[src/design/pcrs_pkg.sv]
// Package: shared constants, types and command/status structs for running statistics.
`default_nettype none
package pcrs_pkg;
  localparam int unsigned CapacityDef = 256;
  localparam int unsigned ChannelsDef = 4;
  localparam int unsigned ChanW = 2;
  localparam int unsigned ScoreW = 8;
  localparam int unsigned MeanW = 16;
  localparam int unsigned SdW = 15;

  typedef enum logic [3:0] {
    ST_IDLE,
    ST_LOAD,
    ST_SHIFT_RD,
    ST_SHIFT_CMP,
    ST_WRITE,
    ST_MED_RD,
    ST_MED_WAIT,
    ST_DIV,
    ST_SQRT,
    ST_OUT
  } state_e;

  typedef struct packed {
    logic load;
    logic rd_prev;
    logic move_down;
    logic write_val;
    logic commit;
    logic med_rd;
    logic med_take;
    logic div_start;
    logic div_step;
    logic sqrt_start;
    logic sqrt_step;
  } cmd_t;

  typedef struct packed {
    logic valid_ch;
    logic full;
    logic empty;
    logic pos_zero;
    logic prev_gt;
    logic div_done;
    logic sqrt_done;
  } status_t;
endpackage
`default_nettype wire

[src/design/pcrs_ctrl.sv]
// Controller: sequences insertion, median fetch, division and square root.
`default_nettype none
module pcrs_ctrl import pcrs_pkg::*; (
  input  wire logic    clk_i,
  input  wire logic    rst_ni,
  input  wire logic    in_valid_i,
  output logic         in_ready_o,
  output logic         out_valid_o,
  input  wire logic    out_ready_i,
  input  wire status_t status_i,
  output cmd_t         cmd_o
);
  state_e state_q, state_d;
  logic   out_valid_q, out_valid_d;

  always_ff @(posedge clk_i or negedge rst_ni) begin
    if (!rst_ni) begin
      state_q     <= ST_IDLE;
      out_valid_q <= 1'b0;
    end else begin
      state_q     <= state_d;
      out_valid_q <= out_valid_d;
    end
  end

  assign out_valid_o = out_valid_q;

  always_comb begin
    state_d     = state_q;
    cmd_o       = '0;
    in_ready_o  = 1'b0;
    out_valid_d = out_valid_q && !out_ready_i;
    unique case (state_q)
      ST_IDLE: begin
        in_ready_o = 1'b1;
        if (in_valid_i) begin
          cmd_o.load = 1'b1;
          state_d    = ST_LOAD;
        end
      end
      ST_LOAD: begin
        if (!status_i.valid_ch || status_i.empty) state_d = ST_OUT;
        else if (status_i.full) state_d = ST_MED_RD;
        else if (status_i.pos_zero) state_d = ST_WRITE;
        else begin
          cmd_o.rd_prev = 1'b1;
          state_d       = ST_SHIFT_RD;
        end
      end
      ST_SHIFT_RD: state_d = ST_SHIFT_CMP;
      ST_SHIFT_CMP: begin
        if (status_i.prev_gt) begin
          cmd_o.move_down = 1'b1;
          if (status_i.pos_zero) state_d = ST_WRITE;
          else begin
            cmd_o.rd_prev = 1'b1;
            state_d       = ST_SHIFT_RD;
          end
        end else begin
          state_d = ST_WRITE;
        end
      end
      ST_WRITE: begin
        cmd_o.write_val = 1'b1;
        cmd_o.commit    = 1'b1;
        state_d         = ST_MED_RD;
      end
      ST_MED_RD: begin
        cmd_o.med_rd = 1'b1;
        state_d      = ST_MED_WAIT;
      end
      ST_MED_WAIT: begin
        cmd_o.med_take  = 1'b1;
        cmd_o.div_start = 1'b1;
        state_d         = ST_DIV;
      end
      ST_DIV: begin
        if (status_i.div_done) begin
          cmd_o.sqrt_start = 1'b1;
          state_d          = ST_SQRT;
        end else begin
          cmd_o.div_step = 1'b1;
        end
      end
      ST_SQRT: begin
        if (status_i.sqrt_done) state_d = ST_OUT;
        else cmd_o.sqrt_step = 1'b1;
      end
      ST_OUT: begin
        if (!out_valid_q || out_ready_i) begin
          out_valid_d = 1'b1;
          state_d     = ST_IDLE;
        end
      end
      default: state_d = ST_IDLE;
    endcase
  end
endmodule
`default_nettype wire

[config.mk]
export PLATFORM = sky130hd
export DESIGN_NAME = pcrs_ctrl
export DESIGN_NICKNAME = d
export VERILOG_FILES = /design/src/design/pcrs_pkg.sv /design/src/design/pcrs_ctrl.sv
export SDC_FILE = /design/constraint.sdc
export NUM_CORES = 1
export LEC_CHECK = 0
export ABC_AREA = 1
export BUFFER_PORTS_ARGS = -buffer_cell sky130_fd_sc_hd__buf_2
export CAP_MARGIN = 20
export CELL_PAD_IN_SITES_DETAIL_PLACEMENT = 1
export CELL_PAD_IN_SITES_GLOBAL_PLACEMENT = 2
export CORE_ASPECT_RATIO = 0.7
export CORE_UTILIZATION = 22
export DETAILED_ROUTE_END_ITERATION = 8
export PLACE_DENSITY_LB_ADDON = 0.1
export SYNTH_ARGS = -nofsm -noshare
export SYNTH_HDL_FRONTEND = slang
export SYNTH_SLANG_ARGS = --single-unit
[constraint.sdc]
create_clock -name clk_i -period 1.5 [get_ports clk_i]
set_input_delay 0.075 -clock clk_i [delete_from_list [all_inputs] [get_ports clk_i]]
set_output_delay 0.075 -clock clk_i [all_outputs]
set_load 0.01 [all_outputs]
* After elaboration in Yosys (flattened, before gate mapping)
Cells that the tools add are included.
** Word-level totals
- Flip-flop bits (word level) :: 5
- Logic and storage cells :: 51
** Cells by class
- Equality and inequality tests :: 13
- Mux-type cells :: 28
- Reductions and logical operators :: 8
** Operators with widths (number)
- $pmux 4 s10 :: 1
- $mux 4 :: 5
- $eq 4x3->1 const B :: 4
- $mux 1 :: 14
- $mux 3 :: 3
- $eq 4x2->1 const B :: 2
- $eq 4x4->1 const B :: 2
- $mux 2 :: 4
- $ne 2x2->1 const B :: 4
- $eq 4x1->1 const B :: 1
- $logic_not 4->1 :: 1
- $reduce_and 4->1 :: 1
- $logic_not 1->1 :: 3
- $logic_or 1x1->1 :: 2
- $pmux 1 s2 :: 1
- $logic_and 1x1->1 :: 1

* Longest topological paths before layout
- Depth after elaboration :: 4
- Depth in mapped cells :: 6
- Mapped depth without buffers :: 6

* Worst setup path before layout
Ideal clock, no wire load.
- Path type :: reg-to-output
- Start :: register state_q[3]
- End :: output port cmd_o[4] in the netlist's numbering
- Arrival time :: 1.056 ns
- Required time :: 1.425 ns
- Slack :: 0.369 ns
- Stages on the path, launching flop included :: 5
- Buffers on the path :: 1
- Cell sequence :: dfrtp_1 inv_2 nand2_1 nor3_1 buf_4
** RTL lines
- start: declaration :: line pcrs_ctrl.sv:13 : state_e state_q, state_d;
- start signal: assignment :: line pcrs_ctrl.sv:21 : state_q <= state_d;
- end: declaration :: line pcrs_ctrl.sv:11 : output cmd_t cmd_o

==> impl_metrics.json <==
{
  "outcome": "finished with violations",
  "violations": "DRC",
  "grt_pass1_wl_um": 2290,
  "slowest_stage": "dfrtp_1",
  "antenna_left": 0,
  "final_cell_mix": "23 x buf_2, 17 x nand2_1, 12 x nor2_1",
  "worstPathCellList": "inv_2 > nand2_2 > nor2_4 > nand3b_1 > nand2_1 > buf_2",
  "fill_cells": 269,
  "wire_per_inst_um": 10.8,
  "port_buffers": 23,
  "reg2reg_from": "state_q[0]",
  "min_from": "out_ready_i",
  "reg2reg_to": "state_q[3]",
  "yosysWarnings": 0,
  "ir_drop_mv": 0.424,
  "fp.dieW_um": 57.4,
  "cp_max_fo": 5,
  "crit_path_max_incr_delay_ns": 0.42,
  "cp_num_buf_inv": 2,
  "diodes": 0,
  "clock_latency_ns": 0.24,
  "drt-initial-drc-count": 17,
  "max_slew_margin": 0.815,
  "fin_crit_sh": 0.929,
  "routed-wl-met3_um": 81,
  "required_ns": 1.42,
  "remaining_drc_errors": 3,
  "cts_buffer_depth": 2,
  "worst_setup_path_start_kind": "flip-flop",
  "antenna_found_initial": 0,
  "drt-met1-wl_um": 772,
  "post-route-min-period_ns": 1.39,
  "synth_nets": 88,
  "dieArea_um2": 2340,
  "cap_violations": 0,
  "r2r_setup_slack_ns": 0.36,
  "hold_viol_final": 0,
  "tightest_slew_ns": 0.276,
  "synth_seq_cells": 5,
  "core_um2": 1940,
  "htreeDepth": 1,
  "via_per_inst": 4.27,
  "die_h_um": 40.8,
  "cts_buffers": 3,
  "cpLargestDelayFamily": "simple AND/OR/NAND/NOR gates",
  "finalClockSkew_ns": 0.00148,
  "fin_nets": 116,
  "path_clk_slew_ns": 0.05,
  "rr_worst_depth": 6,
  "hp-class": "input pin to flip-flop",
  "slew_violations": 0,
  "gp_congestion": 0.706,
  "grt_overflow": 0,
  "setup_tns_ns": 0,
  "layout_commonest_cell": "buf_2",
  "path_class": "flip-flop to primary output",
  "wl_met2_um": 502,
  "setup_ws_ns": 0.106,
  "drtPass1Iterations": 6,
  "seq_area_um2": 125,
  "min_path_cells": 2,
  "min_to": "out_valid_o",
  "ys_seq_area_frac": 0.265,
  "grt_usage": 0.135,
  "cp-end-kind": "primary output",
  "synth_area_per_cell_um2": 6.14,
  "grt_max_degree": 6,
  "power_density_nw_per_um2": 1680,
  "highest_layer": "met3",
  "power_leakage_nw": 0.412,
  "rsz0062_at_grt": "no",
  "area_growth_pct": 38.4,
  "multi_input_area_um2": 290,
  "cts_tree": "done",
  "io_pins": 24,
  "netlist_instances": 77,
  "pre_cts_ws_ns": 0.290,
  "hpwl_um": 1140,
  "cp.arrival_ns": 1.32,
  "grt_pass1_vias": 495,
  "drive_gt1_frac": 0.423,
  "rows": 13,
  "initial_core_util": 0.244,
  "root_buffer": "clkbuf_4",
  "yosys.cell_types.count": 17,
  "vias": 538,
  "total_power_w": 0.00110,
  "setup_violations": 0,
  "cts.sinks": 5,
  "netlist_area_um2": 473,
  "routed_wl_um": 1360,
  "utilization": 0.338,
  "maxClockFrequency_mhz": 717
}
synth_stat cells (all sizes together):
| cell | n | area [µm²] |
|---|---|---|
| dfrtp | 5 | 125 |
| nand3b | 2 | 15.0 |
| nor2 | 18 | 80.1 |
| nor3 | 3 | 15.0 |
| inv | 14 | 52.6 |
| buf | 2 | 15.0 |
| nand3 | 5 | 30.0 |
| nand4 | 2 | 12.5 |
| a21oi | 1 | 5.00 |
| nand2 | 21 | 86.3 |
| o21ai | 2 | 10.0 |
| o21bai | 2 | 26.3 |
power by group:
group	internal (W)	switching, W	total (W)
registers	0.000194	0.0000676	0.000262
clock network	0.000101	0.0000589	0.000160
logic	0.000252	0.000426	0.000678
worst register-to-register path, delay by kind of cell, from the launching register on:
family          cells  cell delay [ns]
compound gates      1             0.07
simple gates        4             0.46
flops               1             0.44
buf+inv             1             0.05
logic make-up (layout without fill, tap and decap cells):
group / count (synthesis) / after routing / synth area share
buf+inv: 16 / 43 / 0.143
flops: 5 / 5 / 0.265
compound gates: 5 / 5 / 0.0873
simple gates: 51 / 51 / 0.505
per-layer routing:
layer,global-route usage,vias to the layer above
met3,0.0189,0
met5,0,-
met2,0.186,21
li1,-,293
met4,0.0549,0
met1,0.206,224
registers in the layout (all words and copies together) (netlist names):
name	cells
out_valid_o	1
state_q	4
layout make-up:
| cell class | instances | share of cell area |
|---|---|---|
| Inverter | 14 | 0.0803 |
| Timing Repair Buffer | 25 | 0.203 |
| Multi-Input combinational cell | 56 | 0.444 |
| Clock buffer | 4 | 0.0402 |
| Tap cell | 22 | 0.0421 |
| Sequential cell | 5 | 0.191 |
worst max path at each step:
stage,depth (start not counted),endpoint,slack [ns],from
4_1_cts,6,cmd_o[9],0.02,state_q[3]
3_5_place_dp,6,cmd_o[9],0.29,state_q[3]
3_3_place_gp,6,cmd_o[9],0.30,state_q[2]
2_1_floorplan,4,cmd_o[4],0.37,state_q[3]
5_1_grt,6,cmd_o[9],0.01,state_q[3]
6_report,6,cmd_o[9],0.11,state_q[2]
through the flow:
stage	hold slack, ns	cells	area, µm²
2_1_floorplan	-0.221	77	473
3_3_place_gp	-0.105	120	601
3_5_place_dp	-0.104	120	601
4_1_cts	0.0495	125	637
5_1_grt	0.0602	126	654
6_report	0.0454	126	654
repair_timing:
item,in CTS,in global routing
gates resized for setup,0,3
buffers inserted,0,1
endpoints found under the setup margin,0,1
hold buffers,1,0
endpoints found under the hold margin,5,0
No activity file was read; power rests on OpenSTA's default activity.
